File: src/hdl/bm3_pkg.sv
// Shared types and constants for the 3x3 binary morphology block.
// No dependencies; imported by every module of the block except the generic RAM.
package bm3_pkg;

  // Frame size limits and derived counter widths
  localparam int unsigned MAX_WIDTH  = 2048;
  localparam int unsigned MAX_HEIGHT = 4096;
  localparam int unsigned MIN_DIM    = 3;
  localparam int unsigned COL_W      = $clog2(MAX_WIDTH);
  localparam int unsigned ROW_W      = $clog2(MAX_HEIGHT);

  // Register and payload widths
  localparam int unsigned WID_W      = 12;
  localparam int unsigned HGT_W      = 13;
  localparam int unsigned CFG_IDX_W  = 2;
  localparam int unsigned CFG_DATA_W = 13;
  localparam int unsigned PIX_W      = 8;

  // Widths for compares, with headroom for +3 on the position counters
  localparam int unsigned COLX_W = ((COL_W > WID_W) ? COL_W : WID_W) + 2;
  localparam int unsigned ROWX_W = ((ROW_W > HGT_W) ? ROW_W : HGT_W) + 2;

  // Register reset values
  localparam logic [WID_W-1:0] WIDTH_RESET  = WID_W'(640);
  localparam logic [HGT_W-1:0] HEIGHT_RESET = HGT_W'(480);

  // Line memory: per column, the two previous rows ([1] older, [0] newer)
  localparam int unsigned LINE_W = 2;

  // Result queue
  localparam int unsigned OUTQ_DEPTH = 4;
  localparam int unsigned OUTQ_PTR_W = $clog2(OUTQ_DEPTH);

  typedef enum logic [CFG_IDX_W-1:0] {
    CFG_IMAGE_WIDTH    = 2'd0,
    CFG_IMAGE_HEIGHT   = 2'd1,
    CFG_OPERATION_MODE = 2'd2
  } cfg_idx_e;

  typedef enum logic {
    ACT_PIXEL = 1'b0,
    ACT_DRAIN = 1'b1
  } action_e;

  typedef enum logic {
    MODE_ERODE  = 1'b0,
    MODE_DILATE = 1'b1
  } mode_e;

  // Request handed from the position stage to the window stage.
  // Mask vectors: index 0 = top row / left column, 2 = bottom row / right column.
  typedef struct packed {
    logic             adv;   // window shifts
    logic             wr;    // pixel written back to the line memory
    logic             fg;    // foreground bit of the new pixel
    logic [COL_W-1:0] addr;  // column of the new pixel
    logic             emit;  // a result is produced
    logic             last;  // result is the bottom-right pixel
    mode_e            mode;
    logic [2:0]       rin;   // neighborhood rows inside the frame
    logic [2:0]       rint;  // neighborhood rows in the interior
    logic [2:0]       cin;   // neighborhood columns inside the frame
    logic [2:0]       cint;  // neighborhood columns in the interior
  } s1_req_t;

  typedef struct packed {
    logic fg;
    logic eof;
  } res_t;

endpackage

File: src/hdl/bm3_window.sv
// Window stage: merges line-memory data with the new pixel, shifts the 3x3
// window, writes the column back and forms the result. Depends on bm3_pkg.
module bm3_window
  import bm3_pkg::*;
(
  input  logic              clk_i,
  input  logic              rst_ni,
  input  s1_req_t           req_i,
  input  logic [LINE_W-1:0] line_rdata_i,
  output logic              line_we_o,
  output logic [COL_W-1:0]  line_waddr_o,
  output logic [LINE_W-1:0] line_wdata_o,
  output logic              push_o,
  output res_t              res_o
);

  s1_req_t         req_q;
  logic [2:0][2:0] win_q;
  logic [2:0][2:0] win_d;
  logic [2:0]      new_col;
  logic            all_fg;
  logic            any_int;
  logic            fg_res;

  // request register, lines up with the memory read data
  always_ff @(posedge clk_i or negedge rst_ni) begin
    if (!rst_ni) begin
      req_q <= '0;
    end else begin
      req_q <= req_i;
    end
  end

  // new column: top = two rows back, middle = previous row, bottom = new pixel
  assign new_col = {req_q.fg, line_rdata_i[0], line_rdata_i[1]};
  assign win_d   = {new_col, win_q[2], win_q[1]};

  always_ff @(posedge clk_i or negedge rst_ni) begin
    if (!rst_ni) begin
      win_q <= '0;
    end else if (req_q.adv) begin
      win_q <= win_d;
    end
  end

  // write back the two most recent rows of this column
  assign line_we_o    = req_q.wr;
  assign line_waddr_o = req_q.addr;
  assign line_wdata_o = {line_rdata_i[0], req_q.fg};

  // neighborhood reduction with frame and interior masks
  always_comb begin
    logic b;
    all_fg  = 1'b1;
    any_int = 1'b0;
    b       = 1'b0;
    for (int j = 0; j < 3; j++) begin
      for (int i = 0; i < 3; i++) begin
        b       = win_d[j][i] & req_q.rin[i] & req_q.cin[j];
        all_fg  = all_fg & b;
        any_int = any_int | (b & req_q.rint[i] & req_q.cint[j]);
      end
    end
  end

  always_comb begin
    unique case (req_q.mode)
      MODE_ERODE:  fg_res = all_fg & req_q.rint[1] & req_q.cint[1];
      MODE_DILATE: fg_res = any_int;
      default:     fg_res = 1'b0;
    endcase
  end

  assign push_o     = req_q.emit;
  assign res_o.fg   = fg_res;
  assign res_o.eof  = req_q.last;

endmodule

File: config.mk
export PLATFORM = sky130hd
export DESIGN_NAME = bm3_window
export DESIGN_NICKNAME = d
export VERILOG_FILES = /design/src/hdl/bm3_pkg.sv /design/src/hdl/bm3_window.sv
export SDC_FILE = /design/constraint.sdc
export NUM_CORES = 1
export LEC_CHECK = 0
export BUFFER_PORTS_ARGS = -buffer_cell sky130_fd_sc_hd__buf_2
export CORE_AREA = 3 3 54 56
export DETAILED_ROUTE_END_ITERATION = 16
export DIE_AREA = 0 0 57 59
export GPL_TIMING_DRIVEN = 0
export PLACE_DENSITY = 0.76
export SYNTH_ARGS = -nofsm -noshare
export SYNTH_HDL_FRONTEND = slang
export SYNTH_SLANG_ARGS = --single-unit
File: constraint.sdc
create_clock -name clk_i -period 5.1 [get_ports clk_i]
set_clock_uncertainty 0.05 [all_clocks]
set_input_delay 1.02 -clock clk_i [delete_from_list [all_inputs] [get_ports clk_i]]
set_output_delay 1.02 -clock clk_i [all_outputs]
set_load 0.01 [all_outputs]
==> results.sh <==
export IMPL_nNetsFinal=167
export IMPL_place_gp_congestion=0.762
export IMPL_min_to="win_d[1]"
export IMPL_wl_per_cell_um=12.9
export IMPL_syn_inst=78
export IMPL_cts_root_buf="clkbuf_4"
export IMPL_die_w_um=57
export IMPL_drt_first_iter_violations=26
export IMPL_detail_route_antenna_nets=0
export IMPL_fin_crit_sh_pct=65.3
export IMPL_netlist_area_mm2=0.00118
export IMPL_dp_hpwl_mm=1.67
export IMPL_cts_hold_buf=0
export IMPL_cts_tree="yes"
export IMPL_final_common_cell="buf_2"
export IMPL_holdCritStartpoint="win_d[1]"
export IMPL_grt_first_pass_wirelength_mm=3.50
export IMPL_place_area_mm2=0.00147
export IMPL_period_needed_ps=3330
export IMPL_crit_type="input port to primary output"
export IMPL_diodes=0
export IMPL_max_slew_margin_pct=52.1
export IMPL_grt_setup_unrepaired="false"
export IMPL_synth_seq_area_share_pct=74.1
export IMPL_worstPathArrival_ps=2260
export IMPL_final_util_pct=61.2
export IMPL_yosys_warnings=0
export IMPL_setup_violations=0
export IMPL_regToRegStartpoint="req_q[28]"
export IMPL_final_cells=165
export IMPL_powerDensity_mw_per_mm2=322
export IMPL_crit_fanout=4
export IMPL_syn_area_per_cell_um2=15.2
export IMPL_drc_errors=0
export IMPL_syn_nets=111
export IMPL_fmax_ghz=0.300
export IMPL_cts_setup_buffers=0
export IMPL_via_per_inst=4.76
export IMPL_whs_path_depth=1
export IMPL_crit_path_end_kind="primary output"
export IMPL_r2r_setup_slack_ps=3970
export IMPL_ctsResizeCount=0
export IMPL_vias=785
export IMPL_area_growth_pct=28.1
export IMPL_ys_ff_latch=35
export IMPL_drive_above_1_share_pct=56.3
export IMPL_die_area_mm2=0.00336
export IMPL_ios=50
export IMPL_wirelength_mm=2.13
export IMPL_grt_overflow=0
export IMPL_p_total_mw=0.487
export IMPL_fin_ws_ps=1770
export IMPL_worst_pin_slew_ps=718
export IMPL_start_util_pct=47.7
export IMPL_final_area_mm2=0.00152
export IMPL_grt_total_usage_pct=14.6
export IMPL_core_mm2=0.00248
export IMPL_num_rows=18
export IMPL_synth_area_leaders="dfrtp_1, buf_4, mux2_2"
export IMPL_r2r_end="win_d[2]"
export IMPL_h_tree_depth=2
export IMPL_start_kind="input port"
export IMPL_hp_class="flip-flop to flip-flop"
export IMPL_clock_sinks=35
export IMPL_fin_setup_tns_ps=0
export IMPL_antenna_found_initial=0
export IMPL_die_height_um=59
export IMPL_port_buffers=49
export IMPL_cts_clk_slew_worst_paths_ps=90
export IMPL_placed_cells=157
export IMPL_clock_latency_ps=320
export IMPL_ctsLongestPathBuffers=2
export IMPL_yosysTopAreaCellShare_pct=74.1
export IMPL_drt_pass1_iter_count=4
export IMPL_grt_max_degree=36
export IMPL_grt_pass1_vias=812
export IMPL_cts_made_buffers=5
export IMPL_synth_cell_types=11
export IMPL_hold_ws_ps=477
export IMPL_maxSlewViolCount=0
export IMPL_reg2reg_depth=2
export IMPL_status="completed"
export IMPL_dpl_worst_slack_ps=1770
export IMPL_required_ps=4030
export IMPL_fillCellCount=213
export IMPL_cap_violations=0
export IMPL_synth_area_leader_cell="dfrtp_1"
export IMPL_irDropWorstVdd_mv=0.247
export IMPL_leakage_nw=0.756
export IMPL_hold_viol_final=0
export IMPL_final_cell_mix="buf_2, dfrtp_1, buf_4"
-- where the power goes --
| part | switching [mW] | internal, mW |
|---|---|---|
| Sequential | 0.0110 | 0.295 |
| Combinational | 0.0200 | 0.0280 |
| Clock | 0.0799 | 0.0536 |
| Total | 0.111 | 0.376 |
-- synthesized netlist by cell type (all sizes together) --
library cell	count
and4	1
dfrtp	35
clkbuf	1
nand3	12
mux2	6
or4	1
nand4b	1
nor4	1
a31oi	3
nand4	2
buf	15
-- logic make-up (layout without fill, tap and decap cells) --
kind of cell           after synthesis  in the layout  synth area share, %
DFF                                 35             35                 74.1
and+or+nand+nor                     18             18                 8.78
buffers and inverters               16             73                 9.84
muxes                                6              6                 5.71
AOI/OAI and AO/OA                    3              3                 1.59
-- state kept, by name (all words and copies together) (netlist names) --
signal        count
win_d             6
push_o            1
line_wdata_o      1
line_we_o         1
line_waddr_o     11
req_q            14
res_o             1
-- per-layer routing --
layer | wire [µm] | part of all wire (%) | global-route usage (%) | vias up
li1 | - | - | - | 371
met1 | 744 | 35 | 16.0 | 365
met2 | 1130 | 53 | 23.8 | 42
met3 | 200 | 9.4 | 6.54 | 7
met4 | 53 | 2.5 | 8.28 | 0
met5 | 0 | 0 | 0 | -
-- worst max-delay path, stage by stage --
cell and delay [ps]:
buf_2 120, and4_1 190, nand4b_1 90, nor4_1 50, or4_1 510, buf_4 140, buf_2 130
-- cell type report --
cell class,instances,area [µm²],area share [%]
Clock buffer,7,45.0,2.97
Clock inverter,1,5.00,0.330
Buffer,16,116,7.68
Timing Repair Buffer,49,245,16.2
Multi-Input combinational cell,27,190,12.6
Tap cell,30,37.5,2.48
Sequential cell,35,876,57.8
-- worst max-delay path by stage --
stage	start	to	slack (ps)	cells after the start
5_1_grt	line_rdata_i[0]	res_o[1]	1750	7
3_3_place_gp	line_rdata_i[0]	res_o[1]	1790	7
3_5_place_dp	line_rdata_i[0]	res_o[1]	1770	7
2_1_floorplan	line_rdata_i[0]	res_o[1]	2090	5
4_1_cts	line_rdata_i[0]	res_o[1]	1770	7
6_report	line_rdata_i[0]	res_o[1]	1770	7
Note: power is estimated with default switching activity, not from simulation.
