**config.mk**
```make
export PLATFORM = sky130hd
export DESIGN_NAME = bm3_outq
export DESIGN_NICKNAME = d
export VERILOG_FILES = /design/src/hdl/bm3_pkg.sv /design/src/hdl/bm3_outq.sv
export SDC_FILE = /design/constraint.sdc
export NUM_CORES = 1
export LEC_CHECK = 0
export BUFFER_PORTS_ARGS = -buffer_cell sky130_fd_sc_hd__buf_2
export CORE_UTILIZATION = 35
export DETAILED_ROUTE_END_ITERATION = 8
export PLACE_DENSITY = 0.55
export SLEW_MARGIN = 5
export SYNTH_ARGS = -nofsm -noshare
export SYNTH_HDL_FRONTEND = slang
export SYNTH_SLANG_ARGS = --single-unit
```
**constraint.sdc**
```tcl
create_clock -name clk_i -period 1.65 [get_ports clk_i]
set_clock_uncertainty 0.15 [all_clocks]
set_input_delay 0.0825 -clock clk_i [delete_from_list [all_inputs] [get_ports clk_i]]
set_output_delay 0.0825 -clock clk_i [all_outputs]
set_load 0.01 [all_outputs]
```
**src/hdl/bm3_pkg.sv**
```systemverilog
// Shared types and constants for the 3x3 binary morphology block.
// No dependencies; imported by every module of the block except the generic RAM.
package bm3_pkg;

  // Frame size limits and derived counter widths
  localparam int unsigned MAX_WIDTH  = 2048;
  localparam int unsigned MAX_HEIGHT = 4096;
  localparam int unsigned MIN_DIM    = 3;
  localparam int unsigned COL_W      = $clog2(MAX_WIDTH);
  localparam int unsigned ROW_W      = $clog2(MAX_HEIGHT);

  // Register and payload widths
  localparam int unsigned WID_W      = 12;
  localparam int unsigned HGT_W      = 13;
  localparam int unsigned CFG_IDX_W  = 2;
  localparam int unsigned CFG_DATA_W = 13;
  localparam int unsigned PIX_W      = 8;

  // Widths for compares, with headroom for +3 on the position counters
  localparam int unsigned COLX_W = ((COL_W > WID_W) ? COL_W : WID_W) + 2;
  localparam int unsigned ROWX_W = ((ROW_W > HGT_W) ? ROW_W : HGT_W) + 2;

  // Register reset values
  localparam logic [WID_W-1:0] WIDTH_RESET  = WID_W'(640);
  localparam logic [HGT_W-1:0] HEIGHT_RESET = HGT_W'(480);

  // Line memory: per column, the two previous rows ([1] older, [0] newer)
  localparam int unsigned LINE_W = 2;

  // Result queue
  localparam int unsigned OUTQ_DEPTH = 4;
  localparam int unsigned OUTQ_PTR_W = $clog2(OUTQ_DEPTH);

  typedef enum logic [CFG_IDX_W-1:0] {
    CFG_IMAGE_WIDTH    = 2'd0,
    CFG_IMAGE_HEIGHT   = 2'd1,
    CFG_OPERATION_MODE = 2'd2
  } cfg_idx_e;

  typedef enum logic {
    ACT_PIXEL = 1'b0,
    ACT_DRAIN = 1'b1
  } action_e;

  typedef enum logic {
    MODE_ERODE  = 1'b0,
    MODE_DILATE = 1'b1
  } mode_e;

  // Request handed from the position stage to the window stage.
  // Mask vectors: index 0 = top row / left column, 2 = bottom row / right column.
  typedef struct packed {
    logic             adv;   // window shifts
    logic             wr;    // pixel written back to the line memory
    logic             fg;    // foreground bit of the new pixel
    logic [COL_W-1:0] addr;  // column of the new pixel
    logic             emit;  // a result is produced
    logic             last;  // result is the bottom-right pixel
    mode_e            mode;
    logic [2:0]       rin;   // neighborhood rows inside the frame
    logic [2:0]       rint;  // neighborhood rows in the interior
    logic [2:0]       cin;   // neighborhood columns inside the frame
    logic [2:0]       cint;  // neighborhood columns in the interior
  } s1_req_t;

  typedef struct packed {
    logic fg;
    logic eof;
  } res_t;

endpackage

```
**src/hdl/bm3_outq.sv**
```systemverilog
// Small result queue that decouples the output channel from the pipeline.
// Depends on bm3_pkg.
module bm3_outq
  import bm3_pkg::*;
(
  input  logic                  clk_i,
  input  logic                  rst_ni,
  input  logic                  push_i,
  input  res_t                  item_i,
  input  logic                  out_stall_i,
  output logic                  out_valid_o,
  output res_t                  item_o,
  output logic [OUTQ_PTR_W:0]   level_o
);

  res_t                  mem_q [OUTQ_DEPTH];
  logic [OUTQ_PTR_W-1:0] wr_ptr_q;
  logic [OUTQ_PTR_W-1:0] rd_ptr_q;
  logic [OUTQ_PTR_W:0]   level_q;
  logic [OUTQ_PTR_W:0]   level_d;
  logic                  pop;

  assign out_valid_o = (level_q != '0);
  assign pop         = out_valid_o && !out_stall_i;
  assign item_o      = mem_q[rd_ptr_q];
  assign level_o     = level_q;

  // storage
  always_ff @(posedge clk_i) begin
    if (push_i) begin
      mem_q[wr_ptr_q] <= item_i;
    end
  end

  // fill level
  always_comb begin
    unique case ({push_i, pop})
      2'b10:   level_d = level_q + 1'b1;
      2'b01:   level_d = level_q - 1'b1;
      default: level_d = level_q;
    endcase
  end

  always_ff @(posedge clk_i or negedge rst_ni) begin
    if (!rst_ni) begin
      wr_ptr_q <= '0;
      rd_ptr_q <= '0;
      level_q  <= '0;
    end else begin
      level_q <= level_d;
      if (push_i) begin
        wr_ptr_q <= wr_ptr_q + 1'b1;
      end
      if (pop) begin
        rd_ptr_q <= rd_ptr_q + 1'b1;
      end
    end
  end

endmodule

```
==> results of run 1 <==
==> Yosys cell counts <==
| cell type | count |
|---|---|
| edfxtp_1 | 8 |
| dfrtp_1 | 7 |
| inv_1 | 7 |
| ha_1 | 5 |
| xor2_1 | 5 |
| and2_1 | 4 |
| mux4_1 | 2 |
| nor2_1 | 2 |
| fa_1 | 1 |
| mux2i_1 | 1 |
| nand2_1 | 1 |
| nor3_2 | 1 |
| nor3b_2 | 1 |
| o21ai_0 | 1 |
| xnor2_1 | 1 |
==> flip-flops by register name, indices dropped and copies added (netlist names) <==
name and flops:
rd_ptr_q 2, mem_q 8, level_o 3, wr_ptr_q 2
==> worst max-delay path, delay by kind of cell (launching register included) <==
family                   cells  cell delay, ps
XOR/XNOR                     2             310
adder cells (fa/ha/maj)      2             520
buffers and inverters        1              40
flip-flops                   1             420
AND/OR/NAND/NOR              3             310
==> layer usage <==
layer	wire [um]	up-vias	GRT usage
met4	6	0	0.0514
met1	556	214	0.136
li1	-	218	-
met2	641	11	0.203
met3	38	2	0.0577
met5	0	-	0
==> worst min-delay path by stage <==
stage | startpoint | to | slack, ps | depth (start not counted)
2_1_floorplan | rst_ni | level_o[0]$_DFFE_PN0P_ | -360 | 0
3_3_place_gp | rst_ni | rd_ptr_q[0]$_DFFE_PN0P_ | -230 | 1
3_5_place_dp | rst_ni | rd_ptr_q[0]$_DFFE_PN0P_ | -220 | 1
4_1_cts | push_i | wr_ptr_q[1]$_DFFE_PN0P_ | -80 | 2
5_1_grt | rst_ni | rd_ptr_q[1]$_DFFE_PN0P_ | 20 | 2
6_report | rst_ni | rd_ptr_q[1]$_DFFE_PN0P_ | 10 | 2
==> stage by stage <==
step,hold WS [ps],std cells
6_report,11.2,103
2_1_floorplan,-363,47
3_3_place_gp,-226,89
4_1_cts,-75.0,99
5_1_grt,17.0,103
3_5_place_dp,-222,89
==> logic make-up after synthesis <==
family	after synthesis
flip-flops	15
adder cells (fa/ha/maj)	6
multiplexers	3
buffers and inverters	7
XOR/XNOR	6
AO/OA/AOI/OAI	1
AND/OR/NAND/NOR	9
==> area by class of cell <==
class                           instances  area (sq um)
Clock buffer                            3          22.5
Fill cell                             178           836
Clock inverter                          1          5.00
Tap cell                               25          31.3
Timing Repair Buffer                   27           196
Sequential cell                        15           417
Multi-Input combinational cell         25           268
Inverter                                7          26.3
==> where the power goes <==
group	switching, mW	total [mW]	leakage [nW]	internal (mW)
registers	0.114	0.645	0.155	0.531
logic	0.300	0.703	0.264	0.404
clock network	0.121	0.211	0.0177	0.0900
==> repair_timing <==
item,4_1_cts,5_1_grt
pin swaps,4,0
setup endpoints to repair,4,4
resized for setup,0,6
hold buffers,4,2
endpoints found under the hold margin,18,2
buffers inserted,2,2
==> impl_metrics.tcl, run 1 <==
set metrics [dict create \
    ys_top_cells_by_area "edfxtp_1 (34%), dfrtp_1 (25%), ha_1 (8.9%), mux4_1 (7.5%), xor2_1 (6.2%)" \
    place_area_sq_um 840 \
    p_leak_nw 0.436 \
    yosys.area_share.simple 0.0836 \
    syn2layout_area_growth_pct 37.4 \
    cts-root-buf "clkbuf_4" \
    slew_violations 0 \
    grt_pass1_vias 409 \
    cpMostUsedCell "xor2_1" \
    worstSetupEndpoint "level_o[2]$_DFFE_PN0P_" \
    grt_pass1_wl_um 1750 \
    dieArea_sq_mm 0.00219 \
    critPathMaxFanout 2 \
    dr.pass1.iters 4 \
    fin_crit_sh 1.10 \
    cts_buffers 3 \
    cp_slowest_cell "dfrtp_1" \
    ys_ff_latch 15 \
    tns_ps -253 \
    startpoint_type "register" \
    crit_required_ps 1710 \
    wire_per_inst_um 12.1 \
    hold_path.class "in2async" \
    diodes 0 \
    cp.arrival_ps 1880 \
    slowest_delay_ps 420 \
    crit_chain "nor3_4, nor2_2, ha_2, inv_2, fa_2, xor2_1, nor2_1, xor2_1" \
    place.gp.congestion 0.630 \
    setup_ws_ps -169 \
    die_y_um 46.8 \
    end_kind "register" \
    synth_compound_area_frac 0.00712 \
    total_power_mw 1.56 \
    htreeDepth 1 \
    wl_um 1240 \
    r2r_cells 8 \
    rr_startpoint "level_o[2]$_DFFE_PN0P_" \
    finalHoldViolCount 0 \
    period_needed_ps 1820 \
    slew-limit-headroom 0.881 \
    io_buffers 11 \
    maxCapViolCount 0 \
    clk_pin_slew_ps 90 \
    syn_area_per_cell_sq_um 15.0 \
    synthMuxAreaShare 0.0890 \
    rsz0062_at_grt "true" \
    nets 91 \
    final_core_util 0.536 \
    ir_worst_vdd_mv 0.742 \
    ys_warn_count 0 \
    r2r_end "level_o[2]$_DFFE_PN0P_" \
    final_area_sq_um 966 \
    layout_common_cells "buf_2 (10), buf_4 (10), edfxtp_1 (8)" \
    cts.sinks 15 \
    place_ws_ps -173 \
    initial_core_util 0.390 \
    hpwl_um 819 \
    drc 0 \
    clk_latency_ps 280 \
    grt_usage 0.123 \
    core_area_sq_mm 0.00180 \
    synth_top_area_share 0.342 \
    synth_area_leader_cell "edfxtp_1" \
    crit_type "reg2reg" \
    ios 12 \
    reg2reg_slack_ps -170 \
    grt_antenna_before_repair 0 \
    vias_per_cell 4.32 \
    netlist_instances 47 \
    grt_max_degree 10 \
    drtIter0Drc 10 \
    synth_xor_area_frac 0.0747 \
    syn-cell-area_sq_um 703 \
    status "finished, violations left" \
    synth_top_family_by_area "adder cells" \
    synthAdderAreaFrac 0.117 \
    seq_area_frac_synth 0.591 \
    grt_overflow_total 0 \
    power_density_mw_per_mm2 1610 \
    setup_viol 2 \
    ant_nets 0 \
    violations "setup timing" \
    worst_pin_slew_ps 178 \
    num_vias 445 \
    yosys.cell_types.count 15 \
    max_freq_mhz 550 \
    rows 15 \
    synth_nets 59 \
    drive_gt1_frac 0.436 \
    die_w_um 46.8 \
    crit_start "level_o[2]$_DFFE_PN0P_" \
    cts_tree "built" \
    clk_path_buf_depth 2 \
]
(Power assumes the default switching activity.)
==> run 2: changes to the inputs <==
Settings changed: REMOVE_ABC_BUFFERS set to 1.
==> run 2 against run 1 <==
Effect of this change: the run still ends with setup timing left; cell count shrank 0.97%; non-clock buffer count shrank 1; combinational power shrank 7.7%; largest cell class unchanged; highest routed layer is now met3.
==> impl_metrics.tcl, run 2 (synthesis gave the netlist of run 1 again) <==
set metrics [dict create \
    status "finished, violations left" \
    violations "setup timing" \
    slowest_delay_ps 380 \
    drtIter0Drc 5 \
    place_ws_ps -178 \
    syn2layout_area_growth_pct 34.0 \
    crit_required_ps 1710 \
    cts-root-buf "clkbuf_4" \
    hold_path.class "in2async" \
    multiInputGateArea_sq_um 262 \
    clk_latency_ps 270 \
    grt_pass1_vias 382 \
    cts.sinks 15 \
    largest_register_ffs 8 \
    grt_overflow_total 0 \
    top_register "mem_q" \
    swShare 0.328 \
    io_buffers 11 \
    r2r_end "level_o[2]$_DFFE_PN0P_" \
    slew_violations 0 \
    drc 0 \
    max_freq_mhz 567 \
    cp.arrival_ps 1820 \
    end_kind "register" \
    core_area_sq_mm 0.00180 \
    power.internal_mw 0.988 \
    final_common_cell "buf_2" \
    htreeDepth 1 \
    ant_nets 0 \
    power_density_mw_per_mm2 1560 \
    nFillCells 170 \
    layout_common_cells "buf_2 (11), buf_4 (10), edfxtp_1 (8)" \
    finalHoldViolCount 0 \
    hpwl_um 745 \
    setup_ws_ps -113 \
    r2r_cells 8 \
    initial_core_util 0.390 \
    clk_pin_slew_ps 80 \
    rsz0062_at_grt "true" \
    grt_antenna_before_repair 0 \
    tns_ps -151 \
    clk_path_buf_depth 2 \
    pwr-share-comb 0.441 \
    slew-limit-headroom 0.866 \
    ios 12 \
    setup_viol 2 \
    num_vias 412 \
    worst_pin_slew_ps 200 \
    dr.pass1.iters 2 \
    cp_slowest_cell "dfrtp_1" \
    grt_pass1_wl_um 1640 \
    startpoint_type "register" \
    wl_um 1000 \
    crit_chain "nor3_2, nor2_2, ha_2, inv_2, fa_2, xor2_1, nor2_1, xor2_1" \
    cts_buffers 3 \
    reg2reg_slack_ps -110 \
    p_leak_nw 0.427 \
    drive_gt1_frac 0.429 \
    dieArea_sq_mm 0.00219 \
    cts_tree "built" \
    crit_type "reg2reg" \
    place.gp.congestion 0.665 \
    die_y_um 46.8 \
    wire_per_inst_um 9.80 \
    grt_usage 0.112 \
    clockPowerShare 0.136 \
    ff_latch_area_sq_um 415 \
    p_switching_mw 0.482 \
    vias_per_cell 4.04 \
    fin_crit_sh 1.07 \
    rows 15 \
    period_needed_ps 1760 \
    diodes 0 \
    die_w_um 46.8 \
    grt_max_degree 10 \
    critPathMaxFanout 2 \
    seq_power_share 0.422 \
    rr_startpoint "level_o[2]$_DFFE_PN0P_" \
    ir_worst_vdd_mv 0.823 \
    cpMostUsedCell "xor2_1" \
    nets 90 \
    maxCapViolCount 0 \
]
run 2: worst max path at each step:
stage               slack [ps]                    from                     end  cells past startpoint
global placement          -170  level_o[2]$_DFFE_PN0P_  level_o[2]$_DFFE_PN0P_                      8
finish                    -110  level_o[2]$_DFFE_PN0P_  level_o[2]$_DFFE_PN0P_                      8
CTS                       -190  level_o[2]$_DFFE_PN0P_  level_o[2]$_DFFE_PN0P_                      8
detailed placement        -180  level_o[2]$_DFFE_PN0P_  level_o[2]$_DFFE_PN0P_                      8
floorplan                 -230  level_o[0]$_DFFE_PN0P_  level_o[2]$_DFFE_PN0P_                      8
global route              -230  level_o[2]$_DFFE_PN0P_  level_o[2]$_DFFE_PN0P_                      8
run 2: final cells by class:
class / instances / share of cell area
Tap cell: 25 / 0.0332
Inverter: 7 / 0.0279
Timing Repair Buffer: 26 / 0.191
Clock buffer: 3 / 0.0239
Multi-Input combinational cell: 25 / 0.278
Sequential cell: 15 / 0.441
Clock inverter: 1 / 0.00531
run 2: layer usage:
layer	up-vias	global-route usage	routed length (um)
li1	215	-	-
met1	190	0.155	503
met2	7	0.161	448
met3	0	0.0577	48
met4	0	0.0171	0
met5	-	0	0
run 2: what timing repair did:
action | 4_1_cts | 5_1_grt
gates resized for setup | 3 | 3
hold endpoints to repair | 18 | 0
setup buffers | 1 | 2
hold buffers | 5 | 0
pin swaps | 4 | 4
endpoints found under the setup margin | 4 | 3
run 2: power by group through the flow:
stage,Clock [mW],Sequential [mW],Combinational [mW]
2_1_floorplan,0,0.641,0.329
3_3_place_gp,0,0.628,0.568
3_5_place_dp,0,0.631,0.573
4_1_cts,0.211,0.617,0.615
5_1_grt,0.228,0.641,0.739
6_report,0.201,0.621,0.649
run 2: critical path, delay by kind of cell, from the launching register on:
kind	cells	cell delay (ps)
buffers and inverters	1	40
and+or+nand+nor	3	310
adders and majority gates	2	520
DFF	1	380
xor gates and xnor gates	2	290
run 2: metrics by stage:
stage | hold slack [ps] | utilization | total power, mW | cell area (sq um) | instances
3_3_place_gp | -226 | 0.467 | 1.20 | 842 | 90
2_1_floorplan | -363 | - | 0.971 | 703 | 47
5_1_grt | 42.7 | 0.523 | 1.61 | 942 | 102
6_report | 6.79 | 0.523 | 1.47 | 942 | 102
3_5_place_dp | -222 | 0.467 | 1.20 | 842 | 90
4_1_cts | 2.99 | 0.517 | 1.44 | 932 | 100
